$ cat src/rtl/qpmc_pkg.sv
// shared constants, codes and types of the quadrature encoder pid motor controller
// no dependencies; imported by every module of the block
package qpmc_pkg;

    localparam int COUNT_W    = 32;
    localparam int SPEED_W    = 16;
    localparam int ERR_W      = 32;
    localparam int GAIN_W     = 15;
    localparam int DRIVE_W    = 9;
    localparam int DUTY_W     = 8;
    localparam int INT_OUT_W  = 11;
    localparam int DELTA_W    = 33;
    localparam int ACC_W      = 51;
    localparam int CFG_IDX_W  = 3;
    localparam int CFG_DATA_W = 32;

    // gains are in thousandths
    localparam int GAIN_SCALE = 1000;

    // exact floor(x / 1000) for x below 2^18 as (x * RECIP) >> RECIP_SHIFT
    localparam int DIV_IN_W    = 18;
    localparam int RECIP_SHIFT = 28;
    localparam int RECIP_W     = 19;
    localparam logic [RECIP_W-1:0] RECIP =
        RECIP_W'(((64'd1 << RECIP_SHIFT) + GAIN_SCALE - 1) / GAIN_SCALE);

    localparam int unsigned INTEGRAL_LIMIT_DEF = 1000;
    localparam int unsigned DRIVE_LIMIT_DEF    = 255;

    typedef enum logic [CFG_IDX_W-1:0] {
        CFG_PROP_GAIN  = 3'd0,
        CFG_INTEG_GAIN = 3'd1,
        CFG_DERIV_GAIN = 3'd2,
        CFG_LOOP_MODE  = 3'd3,
        CFG_RUN_ENABLE = 3'd4,
        CFG_SETPOINT   = 3'd5
    } cfg_index_t;

    typedef enum logic {
        CMD_PIN_CHANGE = 1'b0,
        CMD_TICK       = 1'b1
    } command_t;

    typedef enum logic {
        MODE_SPEED    = 1'b0,
        MODE_POSITION = 1'b1
    } loop_mode_t;

    // what the drive pipeline needs to know about an item
    typedef struct packed {
        logic tick;
        logic run;
    } item_ctl_t;

endpackage

$ cat src/rtl/quadrature_pid_motor_controller_unit.sv
// Quadrature encoder PID motor controller.
//
// Channels: the s_ channel carries one item per transfer: s_command low is an encoder
// pin change with the levels on s_chan_a and s_chan_b, s_command high is a control tick.
// Every item gives exactly one result on the m_ channel: the drive held since the last
// tick (signed, duty, reverse, pwm_on), the position count, and the speed, error and
// error sum of the last tick. Registers are written over the cfg_ channel, which is
// always ready; write them only while no item is in flight.
// Path: a result passes from its input transfer through the state register, the gain
// product register, the sum register and the division stage into the result register.
// Throughput: one item every cycle while results are taken, in any mix of pin changes
// and ticks; the loop state for the next tick is complete in the cycle after a tick.
// Reset: counts, loop state and drive are zero, gains are 1, speed mode, loop disabled,
// setpoint 0, nothing in flight.
// Stall: with m_ready low the pipeline keeps taking items until its five registers all
// hold items, then s_ready drops; no result is lost or repeated.
// Depends on qpmc_pkg, qpmc_state and qpmc_drive.
module quadrature_pid_motor_controller_unit import qpmc_pkg::*; #(
    parameter int unsigned INTEGRAL_LIMIT = INTEGRAL_LIMIT_DEF,
    parameter int unsigned DRIVE_LIMIT    = DRIVE_LIMIT_DEF
) (
    input  logic                        aclk,
    input  logic                        aresetn,
    input  logic                        cfg_valid,
    output logic                        cfg_ready,
    input  logic [CFG_IDX_W-1:0]        cfg_index,
    input  logic [CFG_DATA_W-1:0]       cfg_data,
    input  logic                        s_valid,
    output logic                        s_ready,
    input  logic                        s_command,
    input  logic                        s_chan_a,
    input  logic                        s_chan_b,
    output logic                        m_valid,
    input  logic                        m_ready,
    output logic signed [DRIVE_W-1:0]   m_drive_signed,
    output logic [DUTY_W-1:0]           m_duty,
    output logic                        m_reverse,
    output logic                        m_pwm_on,
    output logic signed [COUNT_W-1:0]   m_count_now,
    output logic signed [SPEED_W-1:0]   m_speed_now,
    output logic signed [ERR_W-1:0]     m_err_now,
    output logic signed [INT_OUT_W-1:0] m_integral_now
);

    localparam int SUM_W = $clog2(INTEGRAL_LIMIT + 1) + 1;

    logic [GAIN_W-1:0]       prop_gain_reg, integ_gain_reg, deriv_gain_reg;
    loop_mode_t              loop_mode_reg;
    logic                    run_enable_reg;
    logic signed [ERR_W-1:0] setpoint_reg;

    logic                      p1_valid, p1_ready;
    item_ctl_t                 p1_ctl;
    logic signed [COUNT_W-1:0] p1_count;
    logic signed [SPEED_W-1:0] p1_speed;
    logic signed [ERR_W-1:0]   p1_err;
    logic signed [SUM_W-1:0]   p1_sum;
    logic signed [DELTA_W-1:0] p1_delta;

    assign cfg_ready = 1'b1;

    always_ff @(posedge aclk) begin
        if (!aresetn) begin
            prop_gain_reg  <= GAIN_W'(1);
            integ_gain_reg <= GAIN_W'(1);
            deriv_gain_reg <= GAIN_W'(1);
            loop_mode_reg  <= MODE_SPEED;
            run_enable_reg <= 1'b0;
            setpoint_reg   <= '0;
        end else if (cfg_valid && cfg_ready) begin
            unique case (cfg_index_t'(cfg_index))
                CFG_PROP_GAIN:  prop_gain_reg  <= cfg_data[GAIN_W-1:0];
                CFG_INTEG_GAIN: integ_gain_reg <= cfg_data[GAIN_W-1:0];
                CFG_DERIV_GAIN: deriv_gain_reg <= cfg_data[GAIN_W-1:0];
                CFG_LOOP_MODE:  loop_mode_reg  <= loop_mode_t'(cfg_data[0]);
                CFG_RUN_ENABLE: run_enable_reg <= cfg_data[0];
                CFG_SETPOINT:   setpoint_reg   <= signed'(cfg_data[ERR_W-1:0]);
                default: ;
            endcase
        end
    end

    qpmc_state #(
        .INTEGRAL_LIMIT (INTEGRAL_LIMIT),
        .SUM_W          (SUM_W)
    ) u_state (
        .aclk       (aclk),
        .aresetn    (aresetn),
        .s_valid    (s_valid),
        .s_ready    (s_ready),
        .s_command  (s_command),
        .s_chan_a   (s_chan_a),
        .s_chan_b   (s_chan_b),
        .loop_mode  (loop_mode_reg),
        .run_enable (run_enable_reg),
        .setpoint   (setpoint_reg),
        .p1_valid   (p1_valid),
        .p1_ready   (p1_ready),
        .p1_ctl     (p1_ctl),
        .p1_count   (p1_count),
        .p1_speed   (p1_speed),
        .p1_err     (p1_err),
        .p1_sum     (p1_sum),
        .p1_delta   (p1_delta)
    );

    qpmc_drive #(
        .DRIVE_LIMIT (DRIVE_LIMIT),
        .SUM_W       (SUM_W)
    ) u_drive (
        .aclk           (aclk),
        .aresetn        (aresetn),
        .in_valid       (p1_valid),
        .in_ready       (p1_ready),
        .in_ctl         (p1_ctl),
        .in_count       (p1_count),
        .in_speed       (p1_speed),
        .in_err         (p1_err),
        .in_sum         (p1_sum),
        .in_delta       (p1_delta),
        .prop_gain      (prop_gain_reg),
        .integ_gain     (integ_gain_reg),
        .deriv_gain     (deriv_gain_reg),
        .m_valid        (m_valid),
        .m_ready        (m_ready),
        .m_drive_signed (m_drive_signed),
        .m_duty         (m_duty),
        .m_reverse      (m_reverse),
        .m_pwm_on       (m_pwm_on),
        .m_count_now    (m_count_now),
        .m_speed_now    (m_speed_now),
        .m_err_now      (m_err_now),
        .m_integral_now (m_integral_now)
    );

    // input backpressure only once every stage holds an item and the result is stalled
    a_ready_only_when_full: assert property (@(posedge aclk) disable iff (!aresetn)
        !s_ready |-> (m_valid && !m_ready && p1_valid))
        else $error("input stalled while the pipeline has room");

    // the drive never leaves the configured limit
    a_drive_in_limit: assert property (@(posedge aclk) disable iff (!aresetn)
        m_valid |-> (m_duty <= DUTY_W'(DRIVE_LIMIT)))
        else $error("drive magnitude beyond limit");

    // duty and sign describe the same drive value
    a_duty_matches_drive: assert property (@(posedge aclk) disable iff (!aresetn)
        m_valid |-> ((m_reverse ? (DRIVE_W'(0) - DRIVE_W'(m_drive_signed))
                                : DRIVE_W'(m_drive_signed)) == {1'b0, m_duty}))
        else $error("duty does not match signed drive");

    // nothing is presented right after reset
    a_quiet_after_reset: assert property (@(posedge aclk)
        $past(!aresetn) |-> !m_valid)
        else $error("result presented right after reset");

endmodule

$ cat src/rtl/qpmc_state.sv
// encoder counter, loop state update and first pipeline register; one item per cycle if p1_ready
// depends on qpmc_pkg
module qpmc_state import qpmc_pkg::*; #(
    parameter int unsigned INTEGRAL_LIMIT = INTEGRAL_LIMIT_DEF,
    parameter int          SUM_W          = $clog2(INTEGRAL_LIMIT + 1) + 1
) (
    input  logic                      aclk,
    input  logic                      aresetn,
    input  logic                      s_valid,
    output logic                      s_ready,
    input  logic                      s_command,
    input  logic                      s_chan_a,
    input  logic                      s_chan_b,
    input  loop_mode_t                loop_mode,
    input  logic                      run_enable,
    input  logic signed [ERR_W-1:0]   setpoint,
    output logic                      p1_valid,
    input  logic                      p1_ready,
    output item_ctl_t                 p1_ctl,
    output logic signed [COUNT_W-1:0] p1_count,
    output logic signed [SPEED_W-1:0] p1_speed,
    output logic signed [ERR_W-1:0]   p1_err,
    output logic signed [SUM_W-1:0]   p1_sum,
    output logic signed [DELTA_W-1:0] p1_delta
);

    localparam logic signed [ERR_W:0] INT_HI = (ERR_W+1)'(INTEGRAL_LIMIT);
    localparam logic signed [ERR_W:0] INT_LO = -INT_HI;

    logic [COUNT_W-1:0]        pos_count_reg, pos_count_next;
    // position moved since the last tick, kept instead of the previous position
    logic [COUNT_W-1:0]        moved_reg, moved_next;
    logic                      prev_a_reg, prev_a_next;
    logic                      prev_b_reg, prev_b_next;
    logic signed [SPEED_W-1:0] prev_speed_reg, prev_speed_next;
    logic signed [SUM_W-1:0]   err_sum_reg, err_sum_next;
    logic signed [ERR_W-1:0]   err_hold_reg, err_hold_next;
    logic                      p1_valid_reg, p1_valid_next;

    item_ctl_t                 p1_ctl_reg;
    logic signed [COUNT_W-1:0] p1_count_reg;
    logic signed [SPEED_W-1:0] p1_speed_reg;
    logic signed [ERR_W-1:0]   p1_err_reg;
    logic signed [SUM_W-1:0]   p1_sum_reg;
    logic signed [DELTA_W-1:0] p1_delta_reg;

    logic                      accept;
    logic                      step_up, step_down;
    logic [COUNT_W-1:0]        count_step;
    logic signed [SPEED_W-1:0] speed_sat;
    logic signed [ERR_W:0]     target;
    logic signed [ERR_W:0]     err_full;
    logic signed [ERR_W-1:0]   err_sat;
    logic signed [ERR_W:0]     sum_full;
    logic signed [SUM_W-1:0]   sum_clamp;
    logic signed [DELTA_W-1:0] delta;

    assign s_ready = !p1_valid_reg || p1_ready;
    assign accept  = s_valid && s_ready;

    always_comb begin
        step_up   = s_chan_a ^ prev_b_reg;
        step_down = s_chan_b ^ prev_a_reg;
        unique case ({step_up, step_down})
            2'b10:   count_step = COUNT_W'(1);
            2'b01:   count_step = '1;
            default: count_step = '0;
        endcase

        // velocity saturated to 16 bits
        if (moved_reg[COUNT_W-1:SPEED_W-1] == '0 || moved_reg[COUNT_W-1:SPEED_W-1] == '1) begin
            speed_sat = signed'(moved_reg[SPEED_W-1:0]);
        end else if (moved_reg[COUNT_W-1]) begin
            speed_sat = {1'b1, {(SPEED_W-1){1'b0}}};
        end else begin
            speed_sat = {1'b0, {(SPEED_W-1){1'b1}}};
        end

        if (loop_mode == MODE_SPEED) begin
            target = (ERR_W+1)'(speed_sat);
            delta  = DELTA_W'(prev_speed_reg) - DELTA_W'(speed_sat);
        end else begin
            target = (ERR_W+1)'(signed'(pos_count_reg));
            delta  = -DELTA_W'(signed'(moved_reg));
        end

        err_full = (ERR_W+1)'(setpoint) - target;
        if (err_full[ERR_W] == err_full[ERR_W-1]) begin
            err_sat = err_full[ERR_W-1:0];
        end else if (err_full[ERR_W]) begin
            err_sat = {1'b1, {(ERR_W-1){1'b0}}};
        end else begin
            err_sat = {1'b0, {(ERR_W-1){1'b1}}};
        end

        sum_full = (ERR_W+1)'(err_sum_reg) + (ERR_W+1)'(err_sat);
        priority if (sum_full > INT_HI) begin
            sum_clamp = SUM_W'(INT_HI);
        end else if (sum_full < INT_LO) begin
            sum_clamp = SUM_W'(INT_LO);
        end else begin
            sum_clamp = SUM_W'(sum_full);
        end
    end

    always_comb begin
        pos_count_next  = pos_count_reg;
        moved_next      = moved_reg;
        prev_a_next     = prev_a_reg;
        prev_b_next     = prev_b_reg;
        prev_speed_next = prev_speed_reg;
        err_sum_next    = err_sum_reg;
        err_hold_next   = err_hold_reg;
        if (accept) begin
            if (command_t'(s_command) == CMD_PIN_CHANGE) begin
                pos_count_next = pos_count_reg + count_step;
                moved_next     = moved_reg + count_step;
                prev_a_next    = s_chan_a;
                prev_b_next    = s_chan_b;
            end else if (run_enable) begin
                moved_next      = '0;
                prev_speed_next = speed_sat;
                err_sum_next    = sum_clamp;
                err_hold_next   = err_sat;
            end else begin
                // disabled tick clears everything but the pin history
                pos_count_next  = '0;
                moved_next      = '0;
                prev_speed_next = '0;
                err_sum_next    = '0;
                err_hold_next   = '0;
            end
        end
        p1_valid_next = accept ? 1'b1 : (p1_ready ? 1'b0 : p1_valid_reg);
    end

    always_ff @(posedge aclk) begin
        if (!aresetn) begin
            pos_count_reg  <= '0;
            moved_reg      <= '0;
            prev_a_reg     <= 1'b0;
            prev_b_reg     <= 1'b0;
            prev_speed_reg <= '0;
            err_sum_reg    <= '0;
            err_hold_reg   <= '0;
            p1_valid_reg   <= 1'b0;
        end else begin
            pos_count_reg  <= pos_count_next;
            moved_reg      <= moved_next;
            prev_a_reg     <= prev_a_next;
            prev_b_reg     <= prev_b_next;
            prev_speed_reg <= prev_speed_next;
            err_sum_reg    <= err_sum_next;
            err_hold_reg   <= err_hold_next;
            p1_valid_reg   <= p1_valid_next;
        end
    end

    always_ff @(posedge aclk) begin
        if (accept) begin
            p1_ctl_reg.tick <= (command_t'(s_command) == CMD_TICK);
            p1_ctl_reg.run  <= run_enable;
            p1_count_reg    <= signed'(pos_count_next);
            p1_speed_reg    <= prev_speed_next;
            p1_err_reg      <= err_hold_next;
            p1_sum_reg      <= err_sum_next;
            p1_delta_reg    <= delta;
        end
    end

    assign p1_valid = p1_valid_reg;
    assign p1_ctl   = p1_ctl_reg;
    assign p1_count = p1_count_reg;
    assign p1_speed = p1_speed_reg;
    assign p1_err   = p1_err_reg;
    assign p1_sum   = p1_sum_reg;
    assign p1_delta = p1_delta_reg;

endmodule

$ cat src/rtl/qpmc_drive.sv
// pid drive pipeline: gain products, sum, divide by 1000, clamp, and the result register
// depends on qpmc_pkg
module qpmc_drive import qpmc_pkg::*; #(
    parameter int unsigned DRIVE_LIMIT = DRIVE_LIMIT_DEF,
    parameter int          SUM_W       = 11
) (
    input  logic                        aclk,
    input  logic                        aresetn,
    input  logic                        in_valid,
    output logic                        in_ready,
    input  item_ctl_t                   in_ctl,
    input  logic signed [COUNT_W-1:0]   in_count,
    input  logic signed [SPEED_W-1:0]   in_speed,
    input  logic signed [ERR_W-1:0]     in_err,
    input  logic signed [SUM_W-1:0]     in_sum,
    input  logic signed [DELTA_W-1:0]   in_delta,
    input  logic [GAIN_W-1:0]           prop_gain,
    input  logic [GAIN_W-1:0]           integ_gain,
    input  logic [GAIN_W-1:0]           deriv_gain,
    output logic                        m_valid,
    input  logic                        m_ready,
    output logic signed [DRIVE_W-1:0]   m_drive_signed,
    output logic [DUTY_W-1:0]           m_duty,
    output logic                        m_reverse,
    output logic                        m_pwm_on,
    output logic signed [COUNT_W-1:0]   m_count_now,
    output logic signed [SPEED_W-1:0]   m_speed_now,
    output logic signed [ERR_W-1:0]     m_err_now,
    output logic signed [INT_OUT_W-1:0] m_integral_now
);

    localparam int PROD_P_W = GAIN_W + 1 + ERR_W;
    localparam int PROD_I_W = GAIN_W + 1 + SUM_W;
    localparam int PROD_D_W = GAIN_W + 1 + DELTA_W;
    localparam int QUOT_W   = DIV_IN_W + RECIP_W;
    // smallest magnitude whose quotient exceeds the drive limit
    localparam logic [ACC_W-1:0] SAT_MAG = ACC_W'((DRIVE_LIMIT + 1) * GAIN_SCALE);

    typedef struct packed {
        item_ctl_t                 ctl;
        logic signed [COUNT_W-1:0] count;
        logic signed [SPEED_W-1:0] speed;
        logic signed [ERR_W-1:0]   err;
        logic signed [SUM_W-1:0]   sum;
    } snap_t;

    logic v2_reg, v2_next, v3_reg, v3_next, v4_reg, v4_next, m_valid_reg, m_valid_next;
    logic rdy2, rdy3, rdy4, rdy_out;

    snap_t                      snap2_reg, snap3_reg, snap4_reg;
    logic signed [PROD_P_W-1:0] prod_p_reg;
    logic signed [PROD_I_W-1:0] prod_i_reg;
    logic signed [PROD_D_W-1:0] prod_d_reg;
    logic signed [ACC_W-1:0]    acc_reg;
    logic                       neg_reg;
    logic                       over_reg;
    logic [DIV_IN_W-1:0]        mag_low_reg;
    logic signed [DRIVE_W-1:0]  drive_hold_reg, drive_hold_next;

    logic signed [DRIVE_W-1:0]   m_drive_reg;
    logic [DUTY_W-1:0]           m_duty_reg;
    logic signed [COUNT_W-1:0]   m_count_reg;
    logic signed [SPEED_W-1:0]   m_speed_reg;
    logic signed [ERR_W-1:0]     m_err_reg;
    logic signed [INT_OUT_W-1:0] m_sum_reg;

    logic [ACC_W-1:0]           mag;
    logic [QUOT_W-1:0]          quot_prod;
    logic [DUTY_W-1:0]          drive_mag;
    logic [DRIVE_W-1:0]         drive_calc;
    logic [DRIVE_W-1:0]         drive_neg;

    // a stage moves on when the one after it is empty or moving
    assign rdy_out  = !m_valid_reg || m_ready;
    assign rdy4     = !v4_reg || rdy_out;
    assign rdy3     = !v3_reg || rdy4;
    assign rdy2     = !v2_reg || rdy3;
    assign in_ready = rdy2;

    always_comb begin
        v2_next      = rdy2 ? in_valid : v2_reg;
        v3_next      = rdy3 ? v2_reg : v3_reg;
        v4_next      = rdy4 ? v3_reg : v4_reg;
        m_valid_next = rdy_out ? v4_reg : m_valid_reg;
    end

    always_ff @(posedge aclk) begin
        if (!aresetn) begin
            v2_reg         <= 1'b0;
            v3_reg         <= 1'b0;
            v4_reg         <= 1'b0;
            m_valid_reg    <= 1'b0;
            drive_hold_reg <= '0;
        end else begin
            v2_reg         <= v2_next;
            v3_reg         <= v3_next;
            v4_reg         <= v4_next;
            m_valid_reg    <= m_valid_next;
            drive_hold_reg <= drive_hold_next;
        end
    end

    // gain products
    always_ff @(posedge aclk) begin
        if (rdy2 && in_valid) begin
            snap2_reg.ctl   <= in_ctl;
            snap2_reg.count <= in_count;
            snap2_reg.speed <= in_speed;
            snap2_reg.err   <= in_err;
            snap2_reg.sum   <= in_sum;
            prod_p_reg      <= signed'({1'b0, prop_gain}) * in_err;
            prod_i_reg      <= signed'({1'b0, integ_gain}) * in_sum;
            prod_d_reg      <= signed'({1'b0, deriv_gain}) * in_delta;
        end
    end

    // sum of the three terms
    always_ff @(posedge aclk) begin
        if (rdy3 && v2_reg) begin
            snap3_reg <= snap2_reg;
            acc_reg   <= ACC_W'(prod_p_reg) + ACC_W'(prod_i_reg) + ACC_W'(prod_d_reg);
        end
    end

    // magnitude and saturation check, division works on the magnitude for truncation toward zero
    assign mag = acc_reg[ACC_W-1] ? ACC_W'(-acc_reg) : ACC_W'(acc_reg);

    always_ff @(posedge aclk) begin
        if (rdy4 && v3_reg) begin
            snap4_reg   <= snap3_reg;
            neg_reg     <= acc_reg[ACC_W-1];
            over_reg    <= (mag >= SAT_MAG);
            mag_low_reg <= mag[DIV_IN_W-1:0];
        end
    end

    always_comb begin
        quot_prod  = QUOT_W'(mag_low_reg) * QUOT_W'(RECIP);
        drive_mag  = over_reg ? DUTY_W'(DRIVE_LIMIT) : quot_prod[RECIP_SHIFT +: DUTY_W];
        drive_calc = neg_reg ? DRIVE_W'(0) - {1'b0, drive_mag} : {1'b0, drive_mag};

        drive_hold_next = drive_hold_reg;
        if (rdy_out && v4_reg && snap4_reg.ctl.tick) begin
            drive_hold_next = snap4_reg.ctl.run ? signed'(drive_calc) : '0;
        end
        drive_neg = DRIVE_W'(0) - DRIVE_W'(drive_hold_next);
    end

    always_ff @(posedge aclk) begin
        if (rdy_out && v4_reg) begin
            m_drive_reg <= drive_hold_next;
            m_duty_reg  <= drive_hold_next[DRIVE_W-1] ? drive_neg[DUTY_W-1:0]
                                                      : drive_hold_next[DUTY_W-1:0];
            m_count_reg <= snap4_reg.count;
            m_speed_reg <= snap4_reg.speed;
            m_err_reg   <= snap4_reg.err;
            m_sum_reg   <= INT_OUT_W'(snap4_reg.sum);
        end
    end

    assign m_valid        = m_valid_reg;
    assign m_drive_signed = m_drive_reg;
    assign m_duty         = m_duty_reg;
    assign m_reverse      = m_drive_reg[DRIVE_W-1];
    assign m_pwm_on       = (m_drive_reg != '0);
    assign m_count_now    = m_count_reg;
    assign m_speed_now    = m_speed_reg;
    assign m_err_now      = m_err_reg;
    assign m_integral_now = m_sum_reg;

endmodule
$ cat config.mk
export PLATFORM = sky130hd
export DESIGN_NAME = quadrature_pid_motor_controller_unit
export DESIGN_NICKNAME = d
export VERILOG_FILES = /design/src/rtl/qpmc_pkg.sv /design/src/rtl/quadrature_pid_motor_controller_unit.sv /design/src/rtl/qpmc_state.sv /design/src/rtl/qpmc_drive.sv
export SDC_FILE = /design/constraint.sdc
export NUM_CORES = 2
export LEC_CHECK = 0
export BUFFER_PORTS_ARGS = -buffer_cell sky130_fd_sc_hd__buf_2
export CORE_UTILIZATION = 40
export DETAILED_ROUTE_END_ITERATION = 8
export SYNTH_ARGS = -nofsm -noshare
export SYNTH_HDL_FRONTEND = slang
export SYNTH_SLANG_ARGS = --single-unit
export TNS_END_PERCENT = 50
$ cat constraint.sdc
create_clock -name aclk -period 21.7 [get_ports aclk]
set_input_delay 2.17 -clock aclk [delete_from_list [all_inputs] [get_ports aclk]]
set_output_delay 2.17 -clock aclk [all_outputs]
set_load 0.005 [all_outputs]
==> run metrics <==
GRT Overall Usage=21.1%; met2 usage=a little over a third; Area growth syn-to-layout=8.41%; first-pass GRT wire length=between 300000 and 400000 um; Bufs on Longest Clock Path=3; Rel. slew slack=between 10% and 20%; Post-CTS Setup Bufs=0; layout cell share with drive strength beyond 1=5.94%; DR pass1 iterations=9; GRT met3 Usage=under 10%; root buf cell=clkbuf_16; fin nets=between 10000 and 15000; Peak VDD IR=roughly 0.07 mV; maximum clock frequency=96.5 MHz; Vias/cell=~5.3; # hold bufs at CTS=0; Multi-input gate area=approximately 54000 um2; Final Cycle Share=~48%; initial drt markers=3963; pin count of the biggest net entering global routing=between 150 and 200; Routed WL per cell=around 20 um; failing checks=design-rule violations; R2R depth=34; post-synthesis instance area=85600 um2; Die Y=around 460 um; Worst Path Required=~22 ns; grt peak-use layer=met2; Routed WL=around 230000 um; setup TNS=0 ns; synthesized flop and latch total=between 900 and 1000; Clock Sinks=roughly 920; Final setup viols=0; max incr delay on CP=around 0.80 ns; Syn Area/Cell=10.2 um2; die width=465 um; TritonCTS clock tree=done; top-count cell post-synth=inv_1; Placer Congestion=between 0.9 and 1; CP Launch Type=flip-flop; gr ovfl total=0; Top FF cell, synth=edfxtp_1; Slew @ Worst Pin=roughly 1.3 ns; Synth Net Count=10206; Worst path slowest cell=nor2_2; Hold Path End=u_drive.m_err_now[4]; Synth area leader=fa_1; placed cell areas=~89000 um2; Synth top area share=approximately a quarter; H-Tree Depth=3; initial antenna violation count=14; Reg2Reg Setup Slack=11.33 ns; vias in the first global route=about 61000; final number of max-transition violations=0; met1 Use GR=around 29%; hold_sp=u_drive.snap4_reg[15]; fin crit period=a little over 10 ns; Reg clk slew, reported paths=about 0.07 ns; Worst Skew=between 0.08 and 0.09 ns; final hold vios=0; Synth Instances=8376; Post-synth EDFFs=706; commonest cells in the synthesized netlist=1285 x inv_1, 1139 x fa_1, 1137 x nand2_1, 706 x edfxtp_1, 648 x ha_1; cell area after layout=92800 um2; Total Power=6.58 mW; Post-synth ARST share=0%; leakage=just under 40 nW; PwrDens=70.9 nW/um2; Arrival @ worst endpoint=about 11 ns; critical path class=flip-flop to flip-flop; Die ar.=roughly 220000 um2; site row count=around 170; fillers=about 20000; Register Area=between 20000 and 30000 um2; r2r endpoint=u_state.p1_sum[3]; CP Max Fanout=20; endpoint class of the critical path=flip-flop; Post-DRT Antenna Nets=0; Initial Utilization=~40%; Crit Reg-Reg Startpoint=u_state.moved_reg[23]; Core Footprint=about 210000 um2; # Max-Cap Violations=0; Hold WC Path Type=flip-flop to flip-flop; num ports=roughly 160; DR vias=just under 60000; status=finished with violations; CTS Buf Count=100; # DRC=12; DP HPWL=~180000 um; clk_lat worst skew=0.79 ns; Area contributors post-synth=fa_1 27%, edfxtp_1 25%, ha_1 9.5%; RSZ-0062 raised after global routing=no; IO Port Bufs=154; post-cts sizing count=0; Hold Path Cell Cnt=0; Yosys cell types=around 120; post-synthesis sequential area ratio=between 20 and 30%; Yosys warning total=0
-- layer usage --
layer	routed length, um	share of wire (%)
met3	12800	5.6
met5	40	0.018
met1	102000	45
met2	107000	47
met4	5680	2.5
-- power by group --
| group | internal [mW] | total [mW] | switching, mW | leakage (nW) |
|---|---|---|---|---|
| clock network | 1.02 | 1.80 | 0.781 | 1.68 |
| logic | 0.987 | 2.49 | 1.51 | 29.0 |
| registers | 2.11 | 2.28 | 0.175 | 8.39 |
| total | 4.12 | 6.58 | 2.46 | 39.0 |
-- cell type report --
class	count	area share, %
diodes	2	0.00539
clock inverters	67	0.952
well taps	2821	3.80
repair buffers	226	1.43
inverters	1288	5.22
clock buffers	123	2.82
flip-flops and latches	924	27.6
multi-input cells	5854	58.2
-- how the worst max path moves through the flow --
stage / from / end / slack [ns] / depth (start not counted)
global route: u_state.moved_reg[23] / u_state.err_sum_reg[5] / 10.54 / 34
finish: u_state.moved_reg[23] / u_state.p1_sum[3] / 11.33 / 34
global placement: u_state.moved_reg[23] / u_state.p1_sum[3] / 11.51 / 34
CTS: u_state.moved_reg[23] / u_state.p1_sum[3] / 11.36 / 34
floorplan: m_ready / u_drive.prod_d_reg[0] / 2.49 / 3
detailed placement: u_state.moved_reg[23] / u_state.p1_sum[3] / 11.43 / 34
-- cells in the final DEF (no fill, tap or decap), types with 16 or more instances in the layout --
cell type and instances:
inv_1 1285, fa_1 1139, nand2_1 1135, edfxtp_1 706, ha_1 647, and2_1 555
a21oi_1 382, nor2_1 277, o21ai_0 257, xnor2_1 239, dfxtp_1 205, buf_2 154
a21o_1 140, clkbuf_16 100, nand3_1 91, xor2_1 83, nor3_1 71, buf_4 71
nand2b_1 60, o21a_1 53, nor2b_1 48, o21bai_1 45, a31oi_1 36, nand4_1 35
and3_1 30, a22o_1 30, or3_1 29, o31ai_1 28, nor4_1 26, a211oi_1 25
a22oi_1 23, clkbuf_1 20, o211ai_1 19, or4_1 18, clkinv_2 18, or2_2 16
a21boi_0 16
-- critical path, delay by kind of cell (launching register included) --
family	cells	cell delay, ns
buf+inv	1	0.14
simple gates	14	4.21
flops	1	0.39
compound gates	17	4.58
fa+ha+maj	2	0.74
-- through the flow --
stage          utilization (%)  cells  hold WS (ns)  setup slack [ns]
2_1_floorplan                -   8376         0.400              2.49
3_3_place_gp              42.0  11113         0.400             11.51
3_5_place_dp              42.0  11113         0.405             11.43
4_1_cts                   43.7  11303         0.416             11.36
5_1_grt                   43.7  11303         0.421             10.54
6_report                  43.7  11305         0.416             11.33
-- cells by family after synthesis --
family          share of synthesized area, %
compound gates                          9.45
xor+xnor                                3.29
fa+ha+maj                               36.1
buf+inv                                 7.10
flops                                   29.9
mux                                    0.244
other cells                          0.00438
simple gates                            13.9
Note: power is estimated with default switching activity, not from simulation.
